==> config.mk <==
export PLATFORM = sky130hd
export DESIGN_NAME = spectrum_peak_lock_detector_unit
export DESIGN_NICKNAME = d
export VERILOG_FILES = /design/src/hdl/splk_pkg.sv /design/src/hdl/splk_div.sv /design/src/hdl/spectrum_peak_lock_detector_unit.sv
export SDC_FILE = /design/constraint.sdc
export NUM_CORES = 2
export LEC_CHECK = 0
export ABC_AREA = 1
export BUFFER_PORTS_ARGS = -buffer_cell sky130_fd_sc_hd__buf_2
export CORE_ASPECT_RATIO = 0.5
export CORE_MARGIN = 1.5
export CORE_UTILIZATION = 60
export DETAILED_ROUTE_END_ITERATION = 12
export PLACE_DENSITY_LB_ADDON = 0.25
export SLEW_MARGIN = 20
export SYNTH_ARGS = -nofsm -noshare
export SYNTH_HDL_FRONTEND = slang
export SYNTH_SLANG_ARGS = --single-unit
==> constraint.sdc <==
create_clock -name clk -period 10.7 [get_ports clk]
set_clock_uncertainty 0.15 [all_clocks]
set_input_delay 1.605 -clock clk [delete_from_list [all_inputs] [get_ports clk]]
set_output_delay 1.605 -clock clk [all_outputs]
set_load 0.005 [all_outputs]
==> src/hdl/splk_pkg.sv <==
// ----------------------------------------------------------------------------
// splk_pkg
// Shared constants for the spectrum peak lock detector: register indexes,
// stream packing and fixed arithmetic limits.
// ----------------------------------------------------------------------------
package splk_pkg;

	// configuration port
	localparam int CFG_IDX_W  = 3;
	localparam int CFG_DATA_W = 33;

	localparam logic [CFG_IDX_W-1:0] REG_POWER_THRESHOLD = 3'd0;
	localparam logic [CFG_IDX_W-1:0] REG_SLICE_COUNT     = 3'd1;
	localparam logic [CFG_IDX_W-1:0] REG_START_FREQ      = 3'd2;
	localparam logic [CFG_IDX_W-1:0] REG_RANGE_LOW       = 3'd3;
	localparam logic [CFG_IDX_W-1:0] REG_RANGE_HIGH      = 3'd4;
	localparam logic [CFG_IDX_W-1:0] REG_SLICING_MODE    = 3'd5;

	// stream packing
	localparam int IN_TDATA_W  = 16;
	localparam int OUT_TDATA_W = 72;
	localparam int OUT_RUN_BIT = 33;
	localparam int OUT_LCK_BIT = 34;
	localparam int OUT_RES_LSB = 35;
	localparam int OUT_UPD_BIT = 68;

	// fixed arithmetic
	localparam int HALF_BINS      = 120;
	localparam int CHAN_TOL       = 2;
	localparam int MAX_WEIGHT     = 16;
	localparam int RELEASE_MISSES = 6;
	localparam int FREQ_W         = 33;
	localparam int SF_W           = 34;
	localparam int SUM_W          = 40;
	localparam int DIVD_W         = 39;
	localparam logic [FREQ_W-1:0] F33_MAX   = 33'h1_FFFF_FFFF;
	localparam logic [23:0]       SUM24_MAX = 24'hFF_FFFF;

endpackage

==> src/hdl/splk_div.sv <==
// ----------------------------------------------------------------------------
// splk_div
// Restoring unsigned divider, one quotient bit per cycle.
// ----------------------------------------------------------------------------
module splk_div #(
	parameter int DW = 39,
	parameter int VW = 18
) (
	input  logic          clk,
	input  logic          arst_n,
	input  logic          start,
	input  logic [DW-1:0] dividend,
	input  logic [VW-1:0] divisor,
	output logic          done,
	output logic [DW-1:0] quotient
);

	localparam int CW = $clog2(DW + 1);

	logic [VW-1:0] rem_q;
	logic [VW-1:0] div_q;
	logic [DW-1:0] quo_q;
	logic [CW-1:0] cnt_q;
	logic          busy_q;
	logic          done_q;
	logic [VW:0]   trial;
	logic          fits;

	assign trial    = {rem_q, quo_q[DW-1]};
	assign fits     = trial >= {1'b0, div_q};
	assign done     = done_q;
	assign quotient = quo_q;

	always_ff @(posedge clk or negedge arst_n) begin
		if (!arst_n) begin
			busy_q <= 1'b0;
			done_q <= 1'b0;
			cnt_q  <= '0;
		end else begin
			done_q <= 1'b0;
			if (start) begin
				busy_q <= 1'b1;
				cnt_q  <= '0;
			end else if (busy_q) begin
				cnt_q <= cnt_q + 1'b1;
				if (cnt_q == CW'(DW - 1)) begin
					busy_q <= 1'b0;
					done_q <= 1'b1;
				end
			end
		end
	end

	always_ff @(posedge clk) begin
		if (start) begin
			rem_q <= '0;
			div_q <= divisor;
			quo_q <= dividend;
		end else if (busy_q) begin
			rem_q <= fits ? VW'(trial - {1'b0, div_q}) : trial[VW-1:0];
			quo_q <= {quo_q[DW-2:0], fits};
		end
	end

endmodule

==> src/hdl/spectrum_peak_lock_detector_unit.sv <==
// ----------------------------------------------------------------------------
// spectrum_peak_lock_detector_unit
// Per-frame peak search over spectrum bins, per-slice peak store and lock
// detection with frequency averaging.
// ----------------------------------------------------------------------------
// A bin without the end mark is accepted back to back. A frame end that
//   skips detection goes to ST_OUT, which loads its result once the output
//   register is free; s_tready stays low until then.
// A detection frame runs from its accept edge to the result through the mean
//   division (a bit-serial divider pass), the slice scan (one store read per
//   slice), the estimate, the lock update, the resolve division (a second
//   divider pass) and the output load; a stalled result holds in ST_OUT.
//   s_tready stays low meanwhile.
// Reset: arst_n clears all control state; the slice store holds no reset value.
// ----------------------------------------------------------------------------
module spectrum_peak_lock_detector_unit #(
	parameter int MAX_SLICES     = 32,
	parameter int SLICE_WIDTH_HZ = 2500000,
	parameter int BIN_WIDTH_HZ   = 9766,
	parameter int BIN_STRIDE     = 256,
	parameter int MEAN_BINS      = 240
) (
	input  logic                               clk,
	input  logic                               arst_n,
	// bin item in
	input  logic                               s_tvalid,
	output logic                               s_tready,
	input  logic [splk_pkg::IN_TDATA_W-1:0]    s_tdata,  // bin_power[7:0], bin_pos[15:8]
	input  logic                               s_tlast,  // frame_end
	// result item out
	output logic                               m_tvalid,
	input  logic                               m_tready,
	// next_center_freq[32:0], detection_run[33], locked[34],
	// resolved_freq[67:35], freq_updated[68], zero fill
	output logic [splk_pkg::OUT_TDATA_W-1:0]   m_tdata,
	// configuration writes
	input  logic                               cfg_we,
	input  logic [splk_pkg::CFG_IDX_W-1:0]     cfg_index,
	input  logic [splk_pkg::CFG_DATA_W-1:0]    cfg_data
);

	localparam int AW   = (MAX_SLICES > 1) ? $clog2(MAX_SLICES) : 1;
	localparam int NW   = $clog2(MAX_SLICES + 1);
	localparam int MDW  = $clog2(MEAN_BINS * MAX_SLICES + 1);
	localparam int DVW  = (MDW > 5) ? MDW : 5;
	localparam int BWW  = $clog2(BIN_WIDTH_HZ + 1);
	localparam int PW   = 17 + BWW;
	localparam int EW   = 42;
	localparam logic signed [EW-1:0] S40_MAX = EW'(64'sd549755813887);
	localparam logic signed [EW-1:0] S40_MIN = -EW'(64'sd549755813888);

	typedef enum logic [2:0] {
		ST_IDLE, ST_MEAN, ST_SCAN, ST_EST, ST_LOCK, ST_RES, ST_OUT
	} state_t;

	// configuration registers
	logic [7:0]                  thr_q;
	logic [5:0]                  slice_count_q;
	logic [splk_pkg::FREQ_W-1:0] start_q, low_q, high_q;
	logic                        slicing_q;

	// block state
	state_t                        state_q;
	logic [7:0]                    fpp_q;
	logic signed [9:0]             fpi_q;
	logic [23:0]                   power_sum_q;
	logic [AW-1:0]                 slice_index_q;
	logic signed [15:0]            prev_chan_q;
	logic [2:0]                    repeat_q;
	logic [2:0]                    miss_q;
	logic                          lock_q;
	logic signed [15:0]            lock_chan_q;
	logic [4:0]                    weight_q;
	logic signed [splk_pkg::SUM_W-1:0] freq_sum_q;
	logic [splk_pkg::FREQ_W-1:0]   resolved_q;

	// per-frame work registers
	logic                          ran_q, upd_q;
	logic [NW-1:0]                 n_q, issue_q;
	logic [splk_pkg::SF_W-1:0]     sf_det_q;
	logic [23:0]                   mean_q;
	logic [7:0]                    best_q;
	logic signed [15:0]            chan_q;
	logic signed [PW-1:0]          prod_q;
	logic                          rdv_s1;
	logic [AW-1:0]                 c_s1;
	logic                          div_start_q;

	// output register
	logic                          m_tvalid_q;
	logic [splk_pkg::OUT_TDATA_W-1:0] m_tdata_q;

	// slice peak store: {index, power}
	logic [17:0] slice_mem [MAX_SLICES];
	logic [17:0] mem_rd_q;

	function automatic logic [splk_pkg::SF_W-1:0] slice_freq(
		input logic [splk_pkg::FREQ_W-1:0] base, input logic [AW-1:0] idx);
		return splk_pkg::SF_W'(base) +
			splk_pkg::SF_W'(idx) * splk_pkg::SF_W'(SLICE_WIDTH_HZ);
	endfunction

	function automatic logic [2:0] lock_need(input logic [NW-1:0] n);
		case (int'(n))
			1:       return 3'd5;
			2:       return 3'd2;
			3, 4, 5: return 3'd1;
			default: return 3'd0;
		endcase
	endfunction

	function automatic logic signed [splk_pkg::SUM_W-1:0] sat40(input logic signed [EW-1:0] v);
		if (v > S40_MAX) return splk_pkg::SUM_W'(S40_MAX);
		if (v < S40_MIN) return splk_pkg::SUM_W'(S40_MIN);
		return v[splk_pkg::SUM_W-1:0];
	endfunction

	// ---------------------------------------------------------------- config
	always_ff @(posedge clk or negedge arst_n) begin
		if (!arst_n) begin
			thr_q         <= 8'd80;
			slice_count_q <= 6'd1;
			start_q       <= '0;
			low_q         <= '0;
			high_q        <= '0;
			slicing_q     <= 1'b0;
		end else if (cfg_we) begin
			case (cfg_index)
				splk_pkg::REG_POWER_THRESHOLD: thr_q         <= cfg_data[7:0];
				splk_pkg::REG_SLICE_COUNT:     slice_count_q <= cfg_data[5:0];
				splk_pkg::REG_START_FREQ:      start_q       <= cfg_data;
				splk_pkg::REG_RANGE_LOW:       low_q         <= cfg_data;
				splk_pkg::REG_RANGE_HIGH:      high_q        <= cfg_data;
				splk_pkg::REG_SLICING_MODE:    slicing_q     <= cfg_data[0];
				default: ;
			endcase
		end
	end

	// ---------------------------------------------------------------- bin path
	logic        accept;
	logic [7:0]  bin_power, bin_pos;
	logic [24:0] ps_raw;
	logic [23:0] ps_new;
	logic        take;
	logic [7:0]  pk_pow;
	logic signed [9:0] pos_idx, pk_idx;
	logic [NW-1:0] eff_n, n_cur;
	logic [AW-1:0] slot;
	logic          det_go;

	assign s_tready  = (state_q == ST_IDLE);
	assign accept    = s_tvalid && s_tready;
	assign bin_power = s_tdata[7:0];
	assign bin_pos   = s_tdata[15:8];
	assign ps_raw    = {1'b0, power_sum_q} + 25'(bin_power);
	assign ps_new    = ps_raw[24] ? splk_pkg::SUM24_MAX : ps_raw[23:0];
	assign take      = bin_power > fpp_q;
	// left half shifts down by the tolerance, right half up
	assign pos_idx   = (int'(bin_pos) < splk_pkg::HALF_BINS) ?
		$signed(10'(bin_pos)) - 10'sd2 : $signed(10'(bin_pos)) + 10'sd2;
	assign pk_pow    = take ? bin_power : fpp_q;
	assign pk_idx    = take ? pos_idx : fpi_q;

	always_comb begin
		if (slice_count_q == '0)
			eff_n = NW'(1);
		else if (int'(slice_count_q) > MAX_SLICES)
			eff_n = NW'(MAX_SLICES);
		else
			eff_n = NW'(slice_count_q);
	end

	assign n_cur  = slicing_q ? eff_n : NW'(1);
	assign slot   = slicing_q ? slice_index_q : '0;
	// a lowered slice count makes the current slice the last one
	assign det_go = !slicing_q || (int'(slice_index_q) >= int'(n_cur) - 1);

	// ---------------------------------------------------------------- store
	logic          rd_en;
	logic [AW-1:0] rd_addr;

	assign rd_en   = (state_q == ST_SCAN) && (issue_q < n_q);
	assign rd_addr = issue_q[AW-1:0];

	always_ff @(posedge clk) begin
		if (accept && s_tlast)
			slice_mem[slot] <= {pk_idx, pk_pow};
		if (rd_en)
			mem_rd_q <= slice_mem[rd_addr];
	end

	// ---------------------------------------------------------------- divider
	logic [splk_pkg::DIVD_W-1:0] div_dvd, div_quo;
	logic [DVW-1:0]              div_dvs;
	logic                        div_done;

	assign div_dvd = (state_q == ST_RES) ? freq_sum_q[splk_pkg::DIVD_W-1:0]
		: splk_pkg::DIVD_W'(power_sum_q);
	assign div_dvs = (state_q == ST_RES) ? DVW'(weight_q)
		: DVW'(n_q) * DVW'(MEAN_BINS);

	splk_div #(
		.DW(splk_pkg::DIVD_W),
		.VW(DVW)
	) u_div (
		.clk     (clk),
		.arst_n  (arst_n),
		.start   (div_start_q),
		.dividend(div_dvd),
		.divisor (div_dvs),
		.done    (div_done),
		.quotient(div_quo)
	);

	// ---------------------------------------------------------------- scan eval
	logic [7:0]         rd_pow;
	logic signed [9:0]  rd_idx;
	logic signed [15:0] rd_chan;
	logic               rd_hit;

	assign rd_pow  = mem_rd_q[7:0];
	assign rd_idx  = $signed(mem_rd_q[17:8]);
	// slice channels sit one stride apart, wrapping at 16 bits
	assign rd_chan = 16'(rd_idx) + 16'(32'(c_s1) * BIN_STRIDE);
	assign rd_hit  = (rd_pow >= thr_q) && (24'(rd_pow - thr_q) >= mean_q) && (rd_pow > best_q);

	// ---------------------------------------------------------------- lock math
	logic signed [16:0] cdiff;
	logic signed [17:0] ch18, pv18;
	logic               in_tol;
	logic signed [EW-1:0] est, acc;
	logic signed [splk_pkg::SUM_W-1:0] fs_first;
	logic               in_range;
	logic [splk_pkg::FREQ_W-1:0] res_sat;

	assign cdiff    = 17'(chan_q) - 17'(splk_pkg::HALF_BINS);
	assign ch18     = 18'(chan_q);
	assign pv18     = 18'(prev_chan_q);
	assign in_tol   = (ch18 >= pv18 - 18'sd2) && (ch18 <= pv18 + 18'sd2) && (chan_q != 16'sd0);
	assign est      = $signed({8'b0, sf_det_q}) + EW'(prod_q);
	assign acc      = EW'(freq_sum_q) + est;
	assign fs_first = sat40(est);
	assign in_range = (fs_first >= $signed({1'b0, low_q})) && (fs_first <= $signed({1'b0, high_q}));
	assign res_sat  = (div_quo > splk_pkg::DIVD_W'(splk_pkg::F33_MAX)) ? splk_pkg::F33_MAX
		: div_quo[splk_pkg::FREQ_W-1:0];

	// ---------------------------------------------------------------- control
	logic [splk_pkg::SF_W-1:0] sf_out;
	assign sf_out = slice_freq(start_q, slice_index_q);

	always_ff @(posedge clk or negedge arst_n) begin
		if (!arst_n) begin
			state_q       <= ST_IDLE;
			fpp_q         <= '0;
			fpi_q         <= '0;
			power_sum_q   <= '0;
			slice_index_q <= '0;
			prev_chan_q   <= '0;
			repeat_q      <= '0;
			miss_q        <= '0;
			lock_q        <= 1'b0;
			lock_chan_q   <= '0;
			weight_q      <= 5'd1;
			freq_sum_q    <= '0;
			resolved_q    <= '0;
			ran_q         <= 1'b0;
			upd_q         <= 1'b0;
			n_q           <= '0;
			issue_q       <= '0;
			sf_det_q      <= '0;
			mean_q        <= '0;
			best_q        <= '0;
			chan_q        <= '0;
			prod_q        <= '0;
			rdv_s1        <= 1'b0;
			c_s1          <= '0;
			div_start_q   <= 1'b0;
			m_tvalid_q    <= 1'b0;
			m_tdata_q     <= '0;
		end else begin
			// start is a one-cycle pulse; it is never raised while already high
			if (div_start_q)
				div_start_q <= 1'b0;
			// ST_OUT reloads the register itself when the item leaves
			if (m_tvalid_q && m_tready && state_q != ST_OUT)
				m_tvalid_q <= 1'b0;

			case (state_q)
				ST_IDLE: begin
					if (accept) begin
						power_sum_q <= ps_new;
						if (!s_tlast) begin
							fpp_q <= pk_pow;
							fpi_q <= pk_idx;
						end else begin
							// close the frame: peak went to the store this edge
							fpp_q    <= '0;
							fpi_q    <= '0;
							ran_q    <= det_go;
							upd_q    <= 1'b0;
							sf_det_q <= slice_freq(start_q, slot);
							n_q      <= n_cur;
							if (det_go) begin
								slice_index_q <= '0;
								div_start_q   <= 1'b1;
								state_q       <= ST_MEAN;
							end else begin
								slice_index_q <= slice_index_q + 1'b1;
								state_q       <= ST_OUT;
							end
						end
					end
				end
				ST_MEAN: begin
					if (div_done) begin
						mean_q      <= div_quo[23:0];
						power_sum_q <= slicing_q ? 24'd0 : div_quo[23:0];
						issue_q     <= '0;
						best_q      <= '0;
						chan_q      <= '0;
						rdv_s1      <= 1'b0;
						state_q     <= ST_SCAN;
					end
				end
				ST_SCAN: begin
					// issue one read per cycle, evaluate it the cycle after
					rdv_s1 <= rd_en;
					c_s1   <= rd_addr;
					if (rd_en)
						issue_q <= issue_q + 1'b1;
					if (rdv_s1 && rd_hit) begin
						best_q <= rd_pow;
						chan_q <= rd_chan;
					end
					if (!rd_en && !rdv_s1)
						state_q <= ST_EST;
				end
				ST_EST: begin
					prod_q  <= PW'(cdiff) * PW'(BIN_WIDTH_HZ);
					state_q <= ST_LOCK;
				end
				ST_LOCK: begin
					if (in_tol) begin
						if (repeat_q >= lock_need(n_q)) begin
							if (chan_q != lock_chan_q || !lock_q) begin
								if (lock_q) begin
									if (int'(weight_q) < splk_pkg::MAX_WEIGHT) begin
										freq_sum_q <= sat40(acc);
										weight_q   <= weight_q + 1'b1;
									end
								end else begin
									freq_sum_q <= fs_first;
									if (in_range) begin
										lock_q      <= 1'b1;
										weight_q    <= 5'd1;
										lock_chan_q <= chan_q;
									end
								end
								upd_q <= 1'b1;
							end
							miss_q <= '0;
						end else begin
							repeat_q <= repeat_q + 1'b1;
						end
					end else begin
						repeat_q <= '0;
						if (lock_q) begin
							if (int'(miss_q) == splk_pkg::RELEASE_MISSES)
								lock_q <= 1'b0;
							else
								miss_q <= miss_q + 1'b1;
						end
					end
					prev_chan_q <= chan_q;
					div_start_q <= 1'b1;
					state_q     <= ST_RES;
				end
				ST_RES: begin
					if (div_done) begin
						// a negative sum truncates to zero or below: clamp
						resolved_q <= freq_sum_q[splk_pkg::SUM_W-1] ? '0 : res_sat;
						state_q    <= ST_OUT;
					end
				end
				ST_OUT: begin
					// hold until the output register is free
					if (!m_tvalid_q || m_tready) begin
						m_tvalid_q <= 1'b1;
						m_tdata_q  <= {3'b0, upd_q, resolved_q, lock_q, ran_q,
							sf_out[splk_pkg::SF_W-1] ? splk_pkg::F33_MAX
								: sf_out[splk_pkg::FREQ_W-1:0]};
						state_q    <= ST_IDLE;
					end
				end
				default: state_q <= ST_IDLE;
			endcase
		end
	end

	assign m_tvalid = m_tvalid_q;
	assign m_tdata  = m_tdata_q;

endmodule

; After elaboration in Yosys (flattened, before gate mapping)
; Memories as Yosys holds them, arrays and structs flattened. A register that Yosys moved wholly into a read port is not among the register bits.
; Index checks and enable logic that the tools add are counted.
[op_classes]
addsub = 20
multipliers = 4
n_lt_le_gt_ge = 20
eq_ne = 36
n_mux = 112
n_bitwise = 1
reduce_logical = 54
[ops]
columns = cell, n
row1 = two-way mux 40 bit, 10
row2 = two-way mux 39 bit, 3
row3 = two-way mux 33 bit, 3
row4 = two-way mux 24 bit, 4
row5 = adder 33 x 27 -> 34 bit, 2
row6 = one-hot mux 24 bit (2 select lines), 1
row7 = two-way mux 1 bit, 45
row8 = two-way mux 3 bit, 15
row9 = "multiplier 5 x 17 -> 22 bit, second input constant", 2
row10 = two-way mux 6 bit, 7
row11 = adder 40 x 36 -> 41 bit, 1
row12 = "greater-than comparator 41 x 40 -> 1 bit, second input constant", 1
row13 = "< comparator 41 x 40 -> 1 bit, second input constant", 1
row14 = greater-or-equal comparator 40 x 34 -> 1 bit, 1
row15 = "greater-than comparator 36 x 40 -> 1 bit, second input constant", 1
row16 = less-or-equal comparator 40 x 34 -> 1 bit, 1
row17 = "< comparator 36 x 40 -> 1 bit, second input constant", 1
row18 = "greater-than comparator 39 x 33 -> 1 bit, second input constant", 1
row19 = adder 35 x 31 -> 36 bit, 1
row20 = two-way mux 16 bit, 2
row21 = two-way mux 8 bit, 4
row22 = one-hot mux 16 bit (2 select lines), 1
row23 = "multiplier 17 x 14 -> 30 bit, second input constant", 1
row24 = two-way mux 10 bit, 3
row25 = 58 further kinds, 135
[totals]
reg_bits = 557
mem_bits_rw = 576
input_bits = 58
out_inout_bits = 74
word_cells = 289
n_memories = 1
[memory_table]
columns = name, depth, width, rd, rd_ports_with_merged_regs, write_ports, line_no
row1 = slice_mem, 32, 18, 1, 1, 1, spectrum_peak_lock_detector_unit.sv:94  ; logic [17:0] slice_mem [MAX_SLICES];

; Longest topological paths before layout
[depth]
ltp_word = 21
depth_mapped = 32
ltp_nobuf = 31

; Hierarchy
; Synthesis repeated with hierarchy kept, for this count alone.
[hier_totals]
cells_unflattened = 7270
area_unflattened_um2 = 66262.3
[modules_own_cells]
columns = module, n_inst, cells_each, area_per_inst_um2, seq_area_each_um2
row1 = spectrum_peak_lock_detector_unit, 1, 6780, 62267.2, 29878.7
row2 = splk_div, 1, 490, 3995.1, 2021.9

; Least setup slack after synthesis
; OpenSTA, ideal clock, no wires.
[synth_path]
path_kind = flip-flop to flip-flop
startpoint = register chan_q[3]
endpoint = register prod_q[30]
setup_time_ns = 0.134
arrival_time_ns = 6.616
t_required_ns = 10.416
path_slack_ns = 3.800
stages_incl_launch_ff = 31
path_buffers = 0
synth_period_minus_slack_ns = 6.900
path_cell_list = dfrtp_1 -> inv_1 -> nor3_1 -> inv_1 -> nor2_1 -> nor2_1 -> nand2_1 -> inv_1 -> nor2_1 -> inv_1 -> nand2_1 -> inv_1 -> ha_1 -> ha_1 -> inv_1 -> fa_1 -> inv_1 -> fa_1 -> ha_1 -> inv_1 -> fa_1 -> inv_1 -> ha_1 -> nand2_1 -> nor2_1 -> inv_1 -> nor4_1 -> nand3_1 -> a21oi_1 -> nand3b_1 -> o21ai_0
[synth_via]
elab_chain_len = 2
[synth_rtl]
columns = item, line_no
row1 = "start, declared", spectrum_peak_lock_detector_unit.sv:83  ; logic signed [15:0] chan_q;
row2 = "start signal, assigned", spectrum_peak_lock_detector_unit.sv:334  ; chan_q <= rd_chan;
row3 = subtractor 16 x 8 -> 17 bit, spectrum_peak_lock_detector_unit.sv:237  ; assign cdiff = 17'(chan_q) - 17'(splk_pkg::HALF_BINS);
row4 = multiplier 17 x 14 -> 30 bit, spectrum_peak_lock_detector_unit.sv:340  ; prod_q <= PW'(cdiff) * PW'(BIN_WIDTH_HZ);
row5 = "end signal, assigned", spectrum_peak_lock_detector_unit.sv:340
row6 = "end, declared", spectrum_peak_lock_detector_unit.sv:84  ; logic signed [PW-1:0] prod_q;
; Every way passes these cells.
; A chain may end at the register's enable or synchronous reset.

; Worst setup path in the final report
; Ends and elaborated chain as after synthesis.

==> flow_results.org <==
** Outcome
- The flow ran to the end, and the final reports show no timing, DRC or antenna violations.

** Critical path
- Capture instance of the worst register-to-register path :: prod_q[30]
- The critical path starts at chan_q[3].
- CP max-delay cell :: inv_1
- In this design, the critical path's most frequently occurring cell is inv_1.
- Along the worst path, the maximum fanout reaches 16.
- The number of cells on the worst reg-to-reg path is 31.
- Startpoint Class :: register
- Capturing element type of the critical path :: register
- Setup slack on the worst reg-to-reg path comes out at 3.70 ns.
- The worst register-to-register path begins at chan_q[3].
- STA puts the critical path data arrival time at 7.46 ns.
- Worst Setup Path Type :: reg -> reg
- Slowest stage delay, CP :: 0.65 ns
- CP required :: between 10 and 15 ns

** Final layout
- Leading cell type in the layout, fill and taps excluded :: nand2_1
- Total Nets Final :: 8194
- Fraction of layout cells with a size suffix above 1 :: 0.0668
- Post-route standard cell area excluding fillers :: between 70000 and 80000 sq um
- Compared with the post-synthesis result, the final layout area differs by 8.61%.
- Measured on the finished design, the core utilization comes to 0.659.
- In the layout the commonest cells are nand2_1 (1458), o21ai_0 (819), inv_1 (818), nor2_1 (755), edfxtp_1 (646).

** Min path
- Worst hold path stage count :: 2
- The worst hold path begins at m_tdata[44].
- Class of the tightest hold or removal check :: reg -> reg
- For hold timing, the worst endpoint is m_tdata[44].

** Global route
- The initial antenna violation count came to 10.
- The number of global-route vias before repair is 50200.
- Overall overflow remaining after global route :: 0
- GRT Overall Usage :: 0.336
- Global-route wire length before repair :: 292000 um
- Entering global routing, the biggest net connects 160 pins.

** Synthesis
- Counting flops and latches in the post-synthesis netlist gives 1148.
- Synthesis produced a netlist whose cell count is 7476.
- Post-synthesis average cell area :: 8.95 sq um
- Area fraction of the dominant cell type after synthesis :: 0.290
- Area of the mapped netlist :: 66900 sq um
- For this run, the number of Yosys warnings is 0.
- Number of enable flip-flop cells after synthesis :: 646
- Top_reg_cell synth :: edfxtp_1
- Register area share after synthesis :: 0.477
- Synth unique cells :: 74
- Dominant cell type by area after synthesis :: edfxtp_1
- In the post-synthesis netlist, the biggest area contributors are edfxtp_1 (29%), dfrtp_1 (18%), ha_1 (9.9%).
- Ys async rst share :: 0.426

** STA
- Adding up every negative setup slack in the final design gives 0 ns.
- Headroom to the max-slew limit came out at 0.172.
- Setup violations remaining at the end of the flow were counted as 0.
- The worst path in the final design needs a cycle of 7.00 ns, including I/O delays and setup.
- Transition at the pin with the smallest max-transition slack :: 1.24 ns
- The count of final hold-check violations is 0.
- Setup repair after global routing left no endpoint under its margin.
- Final Slew Violations :: 0
- Fmax achieved :: 0.143 GHz
- Period Utilization, post-route :: 0.654

** Clock tree
- Clock-pin slew was measured on the worst setup and hold paths at around 0.070 ns.
- TritonCTS built the clock tree.
- In this run the deepest clock path goes through 3 buffers.
- Clock tree root buffer cell :: clkbuf_16
- Number of buffers added to fix hold violations after cts :: 0
- Number of post-CTS setup repair buffers :: 0
- Sink count of the clock tree :: ~1100
- For the worst-skew pair, the clock arrives at the later sink with an insertion delay of approximately 0.76 ns.
- Number of levels in the clock H-tree :: 3
- Cts bufs inserted :: 101
- CTS-repair resized insts :: 0

** Routing
- The detail route stage leaves a number of antenna-violating nets equal to 0.
- The pre-antenna-repair detailed-routing pass consisted of 5 iterations.
- For this block, the initial DRC count from the detailed router was around 6000.
- Final Routed Wirelength :: between 150000 and 200000 um
- The final route contains ~54000 vias.
- Wire per inst :: 21.1 um
- For this run, design rule violations remaining after detail routing come to 0.
- Using the TritonRoute via totals, the vias-per-cell ratio works out to a little under 6.

** Floorplan
- The initial utilization of the core area, before any placement, comes to 0.606.
- Overall die width :: roughly 480 um
- After floorplanning, the core was divided into 86 placement rows.
- Die outline area :: ~110000 sq um
- Total I/O pin count :: 132
- The die is 239 um tall.
- The region available for standard cell placement spans 110000 sq um.

** Place
- Detailed placer's ending HPWL :: 135000 um
- The placed instances occupy a cell area of 69100 sq um.
- Port buffering added 128 buffers.
- Global placer's final weighted congestion :: 0.996

** Flow run
- The tool flagged a number of max-cap violations equal to 0.
[cells by family (layout without fill, tap and decap cells)]
| group | count (synthesis) | in the layout | synth area share |
|---|---|---|---|
| buf+inv | 1115 | 1243 | 0.0641 |
| mux | 2 | 2 | 0.000318 |
| simple gates | 2743 | 2743 | 0.169 |
| other cells | 1 | 10 | 0.0000561 |
| flops | 1148 | 1148 | 0.477 |
| xor+xnor | 224 | 224 | 0.0293 |
| compound gates | 1626 | 1626 | 0.135 |
| fa+ha+maj | 617 | 617 | 0.125 |
[worst max-delay path: cells and delay by family (launching register included)]
family,cells,cell delay [ns]
compound gates,2,0.23
buf+inv,11,1.87
flops,1,0.46
simple gates,11,1.43
fa+ha+maj,7,2.71
[flip-flops by register name, summed over array words and instances, names as in the netlist, 8 cells and up]
signal and flops:
prod_q 30, power_sum_q 24, m_tdata 69, chan_q 15
thr_q 8, resolved_q 33, low_q 33, mean_q 24
slice_mem 576, fpp_q 8, mem_rd_q 18, best_q 8
u_div.rem_q 13, u_div.div_q 13, u_div.quotient 39, high_q 33
fpi_q 10, lock_chan_q 15, sf_det_q 34, prev_chan_q 15
start_q 33, freq_sum_q 40
[per-stage QoR]
step | hold WS, ns | setup WS (ns) | instances
after floorplan | 0.293 | 3.80 | 7478
after global placement | 0.310 | 3.89 | 8912
after detailed placement | 0.319 | 3.76 | 8912
after CTS | 0.334 | 3.70 | 9102
after global routing | 0.353 | 3.06 | 9105
final | 0.329 | 3.70 | 9109
[worst max path at each step]
stage          slack (ns)          to  depth (start not counted)
5_1_grt              3.06  prod_q[25]                         30
3_5_place_dp         3.76  prod_q[25]                         30
2_1_floorplan        3.80  prod_q[30]                         30
3_3_place_gp         3.89  prod_q[25]                         30
4_1_cts              3.70  prod_q[25]                         30
6_report             3.70  prod_q[30]                         31
[routing by layer]
metal / global-route usage / share of wire / vias to the layer above
li1: - / - / 25400
met1: 0.484 / 0.43 / 25900
met2: 0.511 / 0.44 / 2277
met3: 0.0618 / 0.092 / 356
met4: 0.116 / 0.036 / 2
met5: 0 / 0.000057 / -
[layout make-up]
class | instances | area [sq um]
clock buffer | 134 | 2810
tap | 1496 | 1870
antenna | 7 | 17.5
fill | 9014 | 37600
sequential | 1148 | 31900
multi-input combinational | 5215 | 30900
clock inverter | 56 | 688
timing repair buffer | 202 | 1220
inverter | 851 | 3210
[Yosys cell counts (5+ instances only)]
cell type	instances
o21bai_1	24
a21boi_0	12
nor3_1	66
o221ai_1	58
xor2_1	159
a21oi_1	370
a21oi_2	6
nor2_1	791
or2_2	21
fa_1	88
o22ai_1	153
nor4_1	12
a21boi_1	8
buf_6	7
a221oi_1	6
a22oi_1	13
dfrtp_1	485
inv_1	830
buf_1	13
nor2_2	12
nand2_1	1461
dfxtp_1	13
o21a_1	8
nand3b_1	7
clkbuf_1	220
o211ai_1	25
ha_1	529
o21ai_1	22
nand4_1	70
edfxtp_1	646
o31ai_1	14
a21o_1	33
buf_2	19
inv_2	15
a211oi_1	7
nand3_1	253
a31oi_1	30
nand2_2	19
buf_4	5
o21ai_0	821
xnor2_1	65
Power is not shown: default switching activity piles up to over one toggle a cycle in this logic, so the estimate is an artifact.
